--- config.mk ---
export PLATFORM = sky130hd
export DESIGN_NAME = sector_cache_clock_replacement
export DESIGN_NICKNAME = d
export VERILOG_FILES = /design/src/rtl/sccr_pkg.sv /design/src/rtl/sccr_ctrl.sv /design/src/rtl/sccr_dp.sv /design/src/rtl/sector_cache_clock_replacement.sv
export SDC_FILE = /design/constraint.sdc
export NUM_CORES = 2
export LEC_CHECK = 0
export BUFFER_PORTS_ARGS = -buffer_cell sky130_fd_sc_hd__buf_4
export CAP_MARGIN = 30
export CORE_ASPECT_RATIO = 1.75
export CORE_UTILIZATION = 59
export CTS_BUF_LIST = sky130_fd_sc_hd__clkbuf_8
export CTS_CLUSTER_SIZE = 8
export DETAILED_ROUTE_END_ITERATION = 8
export GPL_TIMING_DRIVEN = 0
export HOLD_SLACK_MARGIN = 0.03
export PLACE_DENSITY = 0.84
export SETUP_SLACK_MARGIN = 0.1
export SLEW_MARGIN = 25
export SYNTH_ARGS = -nofsm -noshare
export SYNTH_HDL_FRONTEND = slang
export SYNTH_SLANG_ARGS = --single-unit
--- constraint.sdc ---
create_clock -name clk -period 3.9 [get_ports clk]
set_clock_uncertainty 0.15 [all_clocks]
set_input_delay 0.195 -clock clk [delete_from_list [all_inputs] [get_ports clk]]
set_output_delay 0.195 -clock clk [all_outputs]
set_load 0.1 [all_outputs]
--- src/rtl/sccr_pkg.sv ---
// ----------------------------------------------------------------------------
// sccr_pkg
// Shared types and constants for the sector cache clock replacement block.
// ----------------------------------------------------------------------------
package sccr_pkg;

  localparam int KIND_W          = 2;
  localparam int SECTOR_W        = 32;
  localparam int SLOT_W          = 6;
  localparam int STATUS_W        = 3;
  localparam int DEF_NUM_SLOTS   = 64;
  localparam int DEF_SECTOR_BITS = 32;

  typedef enum logic [KIND_W-1:0] {
    KIND_ACQUIRE = 2'd0,
    KIND_RELEASE = 2'd1,
    KIND_FLUSH   = 2'd2
  } kind_t;

  typedef enum logic [STATUS_W-1:0] {
    ST_HIT         = 3'd0,
    ST_MISS        = 3'd1,
    ST_ALL_LOCKED  = 3'd2,
    ST_SLOT_LOCKED = 3'd3,
    ST_RELEASED    = 3'd4,
    ST_REL_ERROR   = 3'd5,
    ST_FLUSH_WB    = 3'd6,
    ST_FLUSH_NONE  = 3'd7
  } status_t;

  typedef enum logic [2:0] {
    S_IDLE,
    S_ACQ,
    S_SCAN,
    S_SWEEP,
    S_INSTALL,
    S_REL,
    S_FLUSH,
    S_FLUSH_RD
  } state_t;

  typedef struct packed {
    logic    load;
    logic    idx_inc;
    logic    rd_en;
    logic    rd_hand;
    logic    cmp_en;
    logic    hand_step;
    logic    emit;
    status_t status;
  } cmd_t;

  typedef struct packed {
    logic all_locked;
    logic hit;
    logic hit_locked;
    logic scan_end;
    logic skip;
    logic rel_ok;
    logic any_pending;
    logic pend_cur;
    logic flush_last;
  } stat_t;

endpackage

--- src/rtl/sccr_ctrl.sv ---
// ----------------------------------------------------------------------------
// sccr_ctrl
// Request sequencer: tag scan, clock sweep, install, release and flush walk.
// ----------------------------------------------------------------------------
module sccr_ctrl (
  input  logic                        clk,
  input  logic                        rst,
  input  logic                        start,
  input  logic [sccr_pkg::KIND_W-1:0] kind,
  input  sccr_pkg::stat_t             stat,
  output sccr_pkg::cmd_t              cmd,
  output logic                        busy
);
  import sccr_pkg::*;

  state_t state, state_next;

  always_ff @(posedge clk) begin
    if (rst) begin
      state <= S_IDLE;
    end else begin
      state <= state_next;
    end
  end

  always_comb begin
    state_next = state;
    case (state)
      S_IDLE: begin
        if (start) begin
          case (kind_t'(kind))
            KIND_ACQUIRE: state_next = S_ACQ;
            KIND_RELEASE: state_next = S_REL;
            KIND_FLUSH:   state_next = S_FLUSH;
            default:      state_next = S_IDLE;
          endcase
        end
      end
      S_ACQ: begin
        state_next = stat.all_locked ? S_IDLE : S_SCAN;
      end
      S_SCAN: begin
        if (stat.hit) begin
          state_next = S_IDLE;
        end else if (stat.scan_end) begin
          state_next = S_SWEEP;
        end
      end
      S_SWEEP: begin
        if (!stat.skip) begin
          state_next = S_INSTALL;
        end
      end
      S_INSTALL: state_next = S_IDLE;
      S_REL:     state_next = S_IDLE;
      S_FLUSH: begin
        if (!stat.any_pending) begin
          state_next = S_IDLE;
        end else if (stat.pend_cur) begin
          state_next = S_FLUSH_RD;
        end
      end
      S_FLUSH_RD: begin
        state_next = stat.flush_last ? S_IDLE : S_FLUSH;
      end
      default: state_next = S_IDLE;
    endcase
  end

  always_comb begin
    cmd  = '0;
    busy = 1'b1;
    case (state)
      S_IDLE: begin
        busy     = 1'b0;
        cmd.load = start;
      end
      S_ACQ: begin
        if (stat.all_locked) begin
          cmd.emit   = 1'b1;
          cmd.status = ST_ALL_LOCKED;
        end
      end
      S_SCAN: begin
        if (stat.hit) begin
          cmd.emit   = 1'b1;
          cmd.status = stat.hit_locked ? ST_SLOT_LOCKED : ST_HIT;
        end else if (!stat.scan_end) begin
          cmd.rd_en   = 1'b1;
          cmd.idx_inc = 1'b1;
          cmd.cmp_en  = 1'b1;
        end
      end
      S_SWEEP: begin
        if (stat.skip) begin
          cmd.hand_step = 1'b1;
        end else begin
          cmd.rd_en   = 1'b1;
          cmd.rd_hand = 1'b1;
        end
      end
      S_INSTALL: begin
        cmd.emit   = 1'b1;
        cmd.status = ST_MISS;
      end
      S_REL: begin
        cmd.emit   = 1'b1;
        cmd.status = stat.rel_ok ? ST_RELEASED : ST_REL_ERROR;
      end
      S_FLUSH: begin
        if (!stat.any_pending) begin
          cmd.emit   = 1'b1;
          cmd.status = ST_FLUSH_NONE;
        end else if (stat.pend_cur) begin
          cmd.rd_en = 1'b1;
        end else begin
          cmd.idx_inc = 1'b1;
        end
      end
      S_FLUSH_RD: begin
        cmd.emit    = 1'b1;
        cmd.status  = ST_FLUSH_WB;
        cmd.idx_inc = !stat.flush_last;
      end
      default: begin
        busy = 1'b1;
      end
    endcase
  end

endmodule

--- src/rtl/sccr_dp.sv ---
// ----------------------------------------------------------------------------
// sccr_dp
// Tag memory, slot flags, clock hand, scan index and result registers.
// ----------------------------------------------------------------------------
module sccr_dp #(
  parameter int NUM_SLOTS   = sccr_pkg::DEF_NUM_SLOTS,
  parameter int SECTOR_BITS = sccr_pkg::DEF_SECTOR_BITS
) (
  input  logic                          clk,
  input  logic                          rst,
  input  sccr_pkg::cmd_t                cmd,
  output sccr_pkg::stat_t               stat,
  input  logic [sccr_pkg::SECTOR_W-1:0] sector,
  input  logic [sccr_pkg::SLOT_W-1:0]   slot_in,
  input  logic                          mark_dirty,
  output logic                          strobe,
  output logic [sccr_pkg::STATUS_W-1:0] status,
  output logic [sccr_pkg::SLOT_W-1:0]   slot_out,
  output logic                          need_fill,
  output logic                          writeback_valid,
  output logic [sccr_pkg::SECTOR_W-1:0] writeback_sector,
  output logic                          last
);
  import sccr_pkg::*;

  localparam int IDX_W = $clog2(NUM_SLOTS);
  localparam int TAG_W = (SECTOR_BITS < SECTOR_W) ? SECTOR_BITS : SECTOR_W;
  localparam int EXT_W = SLOT_W + IDX_W;
  localparam logic [IDX_W-1:0] LAST_IDX = IDX_W'(NUM_SLOTS - 1);

  logic [TAG_W-1:0]     tag_mem [NUM_SLOTS];
  logic [TAG_W-1:0]     rd_data;
  logic [IDX_W-1:0]     rd_addr;

  logic [NUM_SLOTS-1:0] valid, dirty, refd, locked;
  logic [NUM_SLOTS-1:0] pending, cur_mask;
  logic [IDX_W-1:0]     hand, hand_inc;
  logic [IDX_W-1:0]     idx, idx_d;
  logic                 cmp_vld;

  logic [TAG_W-1:0]     sec_r;
  logic [SLOT_W-1:0]    slot_r;
  logic                 dirty_r;
  logic [EXT_W-1:0]     slot_ext;
  logic [IDX_W-1:0]     rel_idx;
  logic                 rel_in_range;
  logic                 miss_wb;

  assign hand_inc     = (hand == LAST_IDX) ? '0 : hand + 1'b1;
  assign rd_addr      = cmd.rd_hand ? hand : idx;
  assign slot_ext     = EXT_W'(slot_r);
  assign rel_idx      = slot_ext[IDX_W-1:0];
  assign rel_in_range = slot_ext < EXT_W'(NUM_SLOTS);
  assign pending      = valid & dirty & ~locked;
  assign cur_mask     = NUM_SLOTS'(1) << idx;
  assign miss_wb      = valid[hand];

  always_comb begin
    stat             = '0;
    stat.all_locked  = &locked;
    stat.hit         = cmp_vld && valid[idx_d] && (rd_data == sec_r);
    stat.hit_locked  = locked[idx_d];
    stat.scan_end    = cmp_vld && (idx_d == LAST_IDX);
    stat.skip        = refd[hand] || locked[hand];
    stat.rel_ok      = rel_in_range && locked[rel_idx];
    stat.any_pending = |pending;
    stat.pend_cur    = pending[idx];
    stat.flush_last  = ~|(pending & ~cur_mask);
  end

  always_ff @(posedge clk) begin
    if (cmd.emit && cmd.status == ST_MISS) begin
      tag_mem[hand] <= sec_r;
    end
    if (cmd.rd_en) begin
      rd_data <= tag_mem[rd_addr];
    end
  end

  always_ff @(posedge clk) begin
    if (cmd.load) begin
      sec_r   <= sector[TAG_W-1:0];
      slot_r  <= slot_in;
      dirty_r <= mark_dirty;
    end
    if (cmd.load) begin
      idx <= '0;
    end else if (cmd.idx_inc) begin
      idx <= idx + 1'b1;
    end
    idx_d <= idx;
  end

  always_ff @(posedge clk) begin
    if (rst) begin
      valid   <= '0;
      dirty   <= '0;
      refd    <= '0;
      locked  <= '0;
      hand    <= '0;
      cmp_vld <= 1'b0;
      strobe  <= 1'b0;
    end else begin
      cmp_vld <= cmd.cmp_en;
      strobe  <= cmd.emit;
      if (cmd.hand_step) begin
        refd[hand] <= 1'b0;
        hand       <= hand_inc;
      end
      if (cmd.emit) begin
        case (cmd.status)
          ST_HIT: locked[idx_d] <= 1'b1;
          ST_MISS: begin
            valid[hand]  <= 1'b1;
            dirty[hand]  <= 1'b0;
            locked[hand] <= 1'b1;
            hand         <= hand_inc;
          end
          ST_RELEASED: begin
            if (dirty_r) begin
              dirty[rel_idx] <= 1'b1;
            end
            refd[rel_idx]   <= 1'b1;
            locked[rel_idx] <= 1'b0;
          end
          ST_FLUSH_WB: dirty[idx] <= 1'b0;
          default: ;
        endcase
      end
    end
  end

  always_ff @(posedge clk) begin
    if (cmd.emit) begin
      status           <= cmd.status;
      need_fill        <= 1'b0;
      writeback_valid  <= 1'b0;
      writeback_sector <= '0;
      slot_out         <= '0;
      last             <= 1'b1;
      case (cmd.status)
        ST_HIT, ST_SLOT_LOCKED: begin
          slot_out <= SLOT_W'(idx_d);
        end
        ST_MISS: begin
          slot_out        <= SLOT_W'(hand);
          need_fill       <= 1'b1;
          writeback_valid <= miss_wb;
          if (miss_wb) begin
            writeback_sector <= SECTOR_W'(rd_data);
          end
        end
        ST_RELEASED, ST_REL_ERROR: begin
          slot_out <= slot_r;
        end
        ST_FLUSH_WB: begin
          slot_out         <= SLOT_W'(idx);
          writeback_valid  <= 1'b1;
          writeback_sector <= SECTOR_W'(rd_data);
          last             <= stat.flush_last;
        end
        default: ;
      endcase
    end
  end

endmodule

--- src/rtl/sector_cache_clock_replacement.sv ---
// A release is answered from the slot flags; acquire scans the tags (one tag read per slot);
// a miss then sweeps the clock hand past referenced or locked slots (under 2*NUM_SLOTS);
// flush walks one slot per cycle, pausing on each slot it writes back (one result each).
// One request at a time: the next one is taken at the edge that ends the last result.
// Each result is registered and shown for one cycle on strobe; the receiver cannot stall.
// Synchronous reset clears all slot flags, the hand and the controller; tags stay unknown.
// ----------------------------------------------------------------------------
// sector_cache_clock_replacement
// Tag and policy controller of a fully associative sector cache using clock
// replacement: acquire, release and flush requests.
// ----------------------------------------------------------------------------
module sector_cache_clock_replacement #(
  parameter int NUM_SLOTS   = sccr_pkg::DEF_NUM_SLOTS,
  parameter int SECTOR_BITS = sccr_pkg::DEF_SECTOR_BITS
) (
  input  logic                          clk,
  input  logic                          rst,
  input  logic                          start,
  output logic                          busy,
  input  logic [sccr_pkg::KIND_W-1:0]   kind,
  input  logic [sccr_pkg::SECTOR_W-1:0] sector,
  input  logic [sccr_pkg::SLOT_W-1:0]   slot_in,
  input  logic                          mark_dirty,
  output logic                          strobe,
  output logic [sccr_pkg::STATUS_W-1:0] status,
  output logic [sccr_pkg::SLOT_W-1:0]   slot_out,
  output logic                          need_fill,
  output logic                          writeback_valid,
  output logic [sccr_pkg::SECTOR_W-1:0] writeback_sector,
  output logic                          last
);
  import sccr_pkg::*;

  cmd_t  cmd;
  stat_t stat;

  sccr_ctrl u_ctrl (
    .clk   (clk),
    .rst   (rst),
    .start (start),
    .kind  (kind),
    .stat  (stat),
    .cmd   (cmd),
    .busy  (busy)
  );

  sccr_dp #(
    .NUM_SLOTS   (NUM_SLOTS),
    .SECTOR_BITS (SECTOR_BITS)
  ) u_dp (
    .clk              (clk),
    .rst              (rst),
    .cmd              (cmd),
    .stat             (stat),
    .sector           (sector),
    .slot_in          (slot_in),
    .mark_dirty       (mark_dirty),
    .strobe           (strobe),
    .status           (status),
    .slot_out         (slot_out),
    .need_fill        (need_fill),
    .writeback_valid  (writeback_valid),
    .writeback_sector (writeback_sector),
    .last             (last)
  );

endmodule
==> summary.md, run 1 <==
| Metric | Value |
|---|---|
| Largest net degree at the start of global routing | `45` |
| CTS Buf Count | `362` |
| Rows | `202` |
| Post-synth cell types | `85` |
| Post-Syn Area | `0.1029 sq mm` |
| #FFs+latches synth | `2442` |
| Number of synthesized flops with an enable pin | `2163` |
| Gr ovfl total | `2826` |
| Ys flop type | `edfxtp_1` |
| Routability congestion estimate from global placement | `1.166` |
| Vias in the first global route | `105300` |
| Clk sinks | `2442` |
| H-tree Lvls | `5` |
| Syn Inst Count | `7689` |
| Status | `stopped before the end` |
| Syn Area/Cell | `13.39 sq um` |
| Top-area cell type share of the netlist area | `63.10%` |
| Initial Utilization | `59.45%` |
| First-pass GRT wire length | `966800 microns` |
| Clock buffer depth | `4` |
| Port Buf Inserts | `88` |
| Area leader, netlist | `edfxtp_1` |
| Pre-CTS setup slack | `-3.709 ns` |
| Synth warnings | `0` |
| Syn nets | `7744` |
| IO Pins | `90` |
| GRT Overall Usage | `75.91%` |
| Top post-synthesis cells by area | `edfxtp_1 (63%), dfxtp_1 (5.4%), mux2i_1 (3.7%)` |
| CTS root buf | `clkbuf_8` |
| Post-synth ARST share | `0%` |
| Exit stage | `global routing` |
| Die W | `317.7 microns` |
| Seq/Total Area, Yosys | `68.53%` |
| Log Error | `[ERROR GRT-0116] Global routing finished with congestion. Check the congestion regions in the DRC Viewer.` |
| Die height | `554.5 microns` |
| Post-DP HPWL | `389800 microns` |
## Yosys cell counts (all sizes together), types with 13 or more instances
library cell	n
edfxtp	2163
nand2	844
clkbuf	441
mux2i	378
a21oi	331
a211oi	320
nor2	293
and3	290
dfxtp	279
o22ai	249
buf	173
nand4	158
nand3	155
nor3	138
a311oi	130
o21ai	118
inv	114
nor4	101
a22oi	90
o32ai	79
nand3b	68
a22o	56
a32oi	52
mux4	51
a32o	49
a21o	48
a31oi	48
and2	47
a311o	41
o221ai	38
o21a	37
xor2	35
mux2	31
a2111oi	30
nor2b	26
nand2b	22
a221oi	17
o2111ai	13
## per-stage QoR
step	cells	instance area, sq um	setup TNS [ns]
4_1_cts	11050	124800	-308.90
3_5_place_dp	10400	113400	-1105.90
3_3_place_gp	10020	106500	-9863.14
2_1_floorplan	7689	103100	-47.29
## routing by layer
metal | GRT usage (%) | GRT overflow
met3 | 56.56 | 25
met4 | 81.09 | 1019
met5 | 23.92 | 0
met1 | 72.77 | 10
met2 | 96.93 | 1772
## what timing repair did
item	4_1_cts
endpoints found under the setup margin	1557
gates cloned	4
pin swaps	89
setup buffers	68
gates resized for setup	1005
hold buffers	84
endpoints found under the hold margin	88
## kinds of logic after synthesis
kind of cell	synth area share, %
muxes	5.131
and+or+nand+nor	10.44
AOI/OAI and AO/OA	12.55
xor gates and xnor gates	0.3233
adders and majority gates	0.1337
buffers and inverters	2.896
DFF	68.53
==> run 2, diff against run 1 <==
- CORE_ASPECT_RATIO: 1.75 -> unset
- CORE_UTILIZATION: 59 -> 40
- CTS_BUF_LIST: sky130_fd_sc_hd__clkbuf_8 -> unset
- CTS_CLUSTER_SIZE: 8 -> unset
- HOLD_SLACK_MARGIN: 0.03 -> unset
- PLACE_DENSITY: 0.84 -> unset
- PLACE_DENSITY_LB_ADDON: unset -> 0.15
- SETUP_SLACK_MARGIN: 0.1 -> unset
- clock period: 3.9 -> 5.1 ns (I/O delays scaled with it)
==> run 2 against run 1 <==
Net effect: the flow now finishes, with violations (setup timing); synthesized area unchanged; synthesized cell count did not move.
==> summary.md, run 2 <==
| Metric | Value |
|---|---|
| Setup TNS | `-5.383 ns` |
| Status | `complete, but fails checks` |
| Seq/Total Area, Yosys | `68.53% (unchanged)` |
| Worst setup EP type | `flip-flop` |
| Commonest cells after routing, fill and taps aside | `edfxtp_1 (2163), nand2_1 (827), mux2i_1 (374), clkbuf_1 (296), clkbuf_16 (291)` |
| Final Hold Fails | `0` |
| Rows | `185 (-8.4%)` |
| Area post-placement | `0.1156 sq mm (+1.9%)` |
| Layout cells sized above 1 | `21.12%` |
| TritonCTS clock tree | `yes` |
| Post-Syn Area | `0.1029 sq mm (unchanged)` |
| Worst-path clk slew | `0.06 ns` |
| Syn nets | `7744 (unchanged)` |
| FF-to-FF End | `u_dp.locked[55]$_SDFFE_PP0P_` |
| Die height | `509.3 microns (-8.2%)` |
| DR WL/cell | `40.70 microns` |
| Most common cell after layout, fill and taps aside | `edfxtp_1` |
| Gr ovfl total | `0` |
| Ys flop type | `edfxtp_1` |
| Hold_sp | `sector[3]` |
| # DRC | `0` |
| Vias in the first global route | `74250` |
| FMAX | `186.7 MHz` |
| Hold path cells | `2` |
| Clock buffer depth | `4 (unchanged)` |
| Area Overhead vs Synth | `25.20%` |
| Max reg flops | `2048` |
| CORE AREA | `0.2549 sq mm` |
| Max-Cap Viols | `0` |
| H-tree Lvls | `5 (unchanged)` |
| Routed WL | `497600 microns` |
| Rel. slew slack | `23.25%` |
| Most common cell in the netlist | `edfxtp_1` |
| CTS Buf Count | `288 (-20%)` |
| WP data required | `5.78 ns` |
| Syn Inst Count | `7689 (unchanged)` |
| Clk Latency, worst-skew pair | `0.95 ns` |
| Switching share of power | `32.52%` |
| IO Pins | `90 (unchanged)` |
| Design Area, Final | `0.1289 sq mm` |
| Area leader, netlist | `edfxtp_1` |
| Initial Utilization | `40.39% (-19 points)` |
| Reg2reg start | `u_dp.locked[21]$_SDFFE_PP0P_` |
| Largest reg by FF count | `u_dp.tag_mem` |
| Worst Tran Pin Value | `1.151 ns` |
| Crit path max fanout | `10` |
| P_leak | `42.18 nW` |
| Worst path arrival time | `6.04 ns` |
| Failing checks | `setup timing` |
| Top-area cell type share of the netlist area | `63.10% (unchanged)` |
| WS Path Type | `reg2reg` |
| Worst Hold Slack | `0.07560 ns` |
| Vias per cell | `6.530` |
| Largest net degree at the start of global routing | `34` |
| Syn Area/Cell | `13.39 sq um (unchanged)` |
| Shortest period the worst path allows | `5.356 ns` |
| CP startpoint kind | `flip-flop` |
| Fillcell total | `21710` |
| #FFs+latches synth | `2442 (unchanged)` |
| First-pass GRT wire length | `661500 microns` |
| Pint | `38.97 mW` |
| Drt initial violations | `12110` |
| Clk sinks | `2442 (unchanged)` |
| Routability congestion estimate from global placement | `1.034 (-11%)` |
| Post-DP HPWL | `376400 microns (-3.4%)` |
| Post-synth ARST share | `0% (unchanged)` |
| Hold EP | `u_dp.sec_r[3]$_DFFE_PP_` |
| Seq pwr share | `41.3%` |
| Port Buf Inserts | `88 (unchanged)` |
| Initial antenna violation count | `47` |
| Number of synthesized flops with an enable pin | `2163 (unchanged)` |
| R2R setup slack | `-0.26 ns` |
| Crit. Startpoint | `u_dp.locked[21]$_SDFFE_PP0P_` |
| Routed Antenna Nets | `0` |
| Top post-synthesis cells by count | `edfxtp_1 (2163), nand2_1 (842), clkbuf_1 (441)` |
| Post-synth cell types | `85 (unchanged)` |
| Worst hold path type | `in2reg` |
| Synth warnings | `0 (unchanged)` |
| Final-stage net count | `8689` |
| Pwr/cell area | `448.2 mW/mm^2` |
| DRT Pass-1 Iters | `6` |
| Met1 Track Usage GR | `50.81%` |
| GRT Overall Usage | `37.77%` |
| Met3 usage | `9.526%` |
| CTS root buf | `clkbuf_16` |
| Clk network pwr share | `34.0%` |
| Global routing usage on met2 | `55.97%` |
| Via count | `79830` |
| Top post-synthesis cells by area | `edfxtp_1 (63%), dfxtp_1 (5.4%), mux2i_1 (3.7%)` |
| Fin. max-slew vios | `0` |
| Worst VDD drop | `0.0003211 V` |
| FF-to-FF path depth | `13` |
| GR peak layer | `met2` |
| Final count of negative-setup-slack endpoints | `65` |
| Tcrit/Tclk final | `105.0%` |
| Net switching power | `18.79 mW` |
| Die ar. | `0.2594 sq mm` |
| Worst setup margin | `-0.2560 ns` |
| Combinational share of power | `24.7%` |
| Die W | `509.3 microns (+60%)` |
-- run 2: cell counts after synthesis --
No cell type changed its count.
-- run 2: stage by stage --
step                total power, mW  setup WS [ns]  cells  util [%]
floorplan                     29.84         0.8916   7689         -
global placement              35.69         -4.488  11140     42.30
detailed placement            37.05         -2.476  11600     45.35
CTS                           57.23       0.004221  12190     50.21
global route                  58.82      -0.003864  12200     50.55
finish                        57.76        -0.2560  12230     50.57
-- run 2: cells by family after synthesis --
kind of cell | after synthesis | synth area share [%]
XOR/XNOR | 38 | 0.3233
adder cells (fa/ha/maj) | 11 | 0.1337
AO/OA/AOI/OAI | 1808 | 12.55
buffers and inverters | 732 | 2.896
flip-flops | 2442 | 68.53
multiplexers | 460 | 5.131
AND/OR/NAND/NOR | 2198 | 10.44
-- run 2: layout make-up --
class                      instances  area (sq um)  area share, %
clock buffer                     348          7566          5.871
clock inverter                   142          1112         0.8631
buffer                           601          3520          2.731
inverter                         118         455.4         0.3534
tap                             3366          4212          3.268
sequential                      2442         70580          54.77
multi-input combinational       4515         32640          25.33
timing repair buffer             668          8716          6.763
antenna                           26         65.06        0.05049
-- run 2: worst max-delay path: stages, from the launching register on --
cell	delay, ns
dfxtp_1	0.89
nand3b_1	0.38
nand4_1	0.19
nor4_2	0.55
nand3_1	0.23
nor3_4	0.36
nand2b_1	0.22
a21oi_1	0.10
o21bai_1	0.42
a21oi_4	0.38
and3_1	0.39
buf_2	0.34
buf_2	0.36
a32o_1	0.31
-- run 2: layer usage --
layer | vias to the layer above | wire [microns]
met1 | 41060 | 197000
met2 | 5345 | 214600
met3 | 1113 | 53920
met4 | 10 | 32010
met5 | - | 56
li1 | 32310 | -
-- run 2: how the worst max path moves through the flow --
stage                                                      to  slack, ns  cells after the start
after floorplan                      u_dp.idx[4]$_SDFFE_PP0P_       0.89                     17
after detailed placement           u_dp.rd_data[10]$_DFFE_PP_      -2.48                     14
after global routing               u_dp.rd_data[14]$_DFFE_PP_     -0.004                     17
final                            u_dp.locked[55]$_SDFFE_PP0P_      -0.26                     13
after CTS                          u_dp.rd_data[20]$_DFFE_PP_      0.004                     18
after global placement    u_dp.writeback_sector[18]$_DFFE_PP_      -4.49                      7
-- run 2: power groups by stage --
stage / logic (mW) / clock network [mW] / registers [mW]
detailed placement: 12.8 / 0 / 24.3
floorplan: 5.00 / 0 / 24.8
finish: 14.3 / 19.6 / 23.8
CTS: 13.7 / 19.7 / 23.8
global placement: 9.22 / 0 / 26.5
global route: 14.5 / 20.4 / 23.8
-- run 2: repair_timing --
| item | CTS | global route |
|---|---|---|
| pin swaps | 47 | 27 |
| buffers inserted | 33 | 13 |
| endpoints found under the setup margin | 335 | 113 |
| hold endpoints to repair | 88 | 0 |
| hold buffers | 79 | 0 |
| gates cloned | 1 | 0 |
| resized for setup | 678 | 254 |
(Power assumes the default switching activity.)
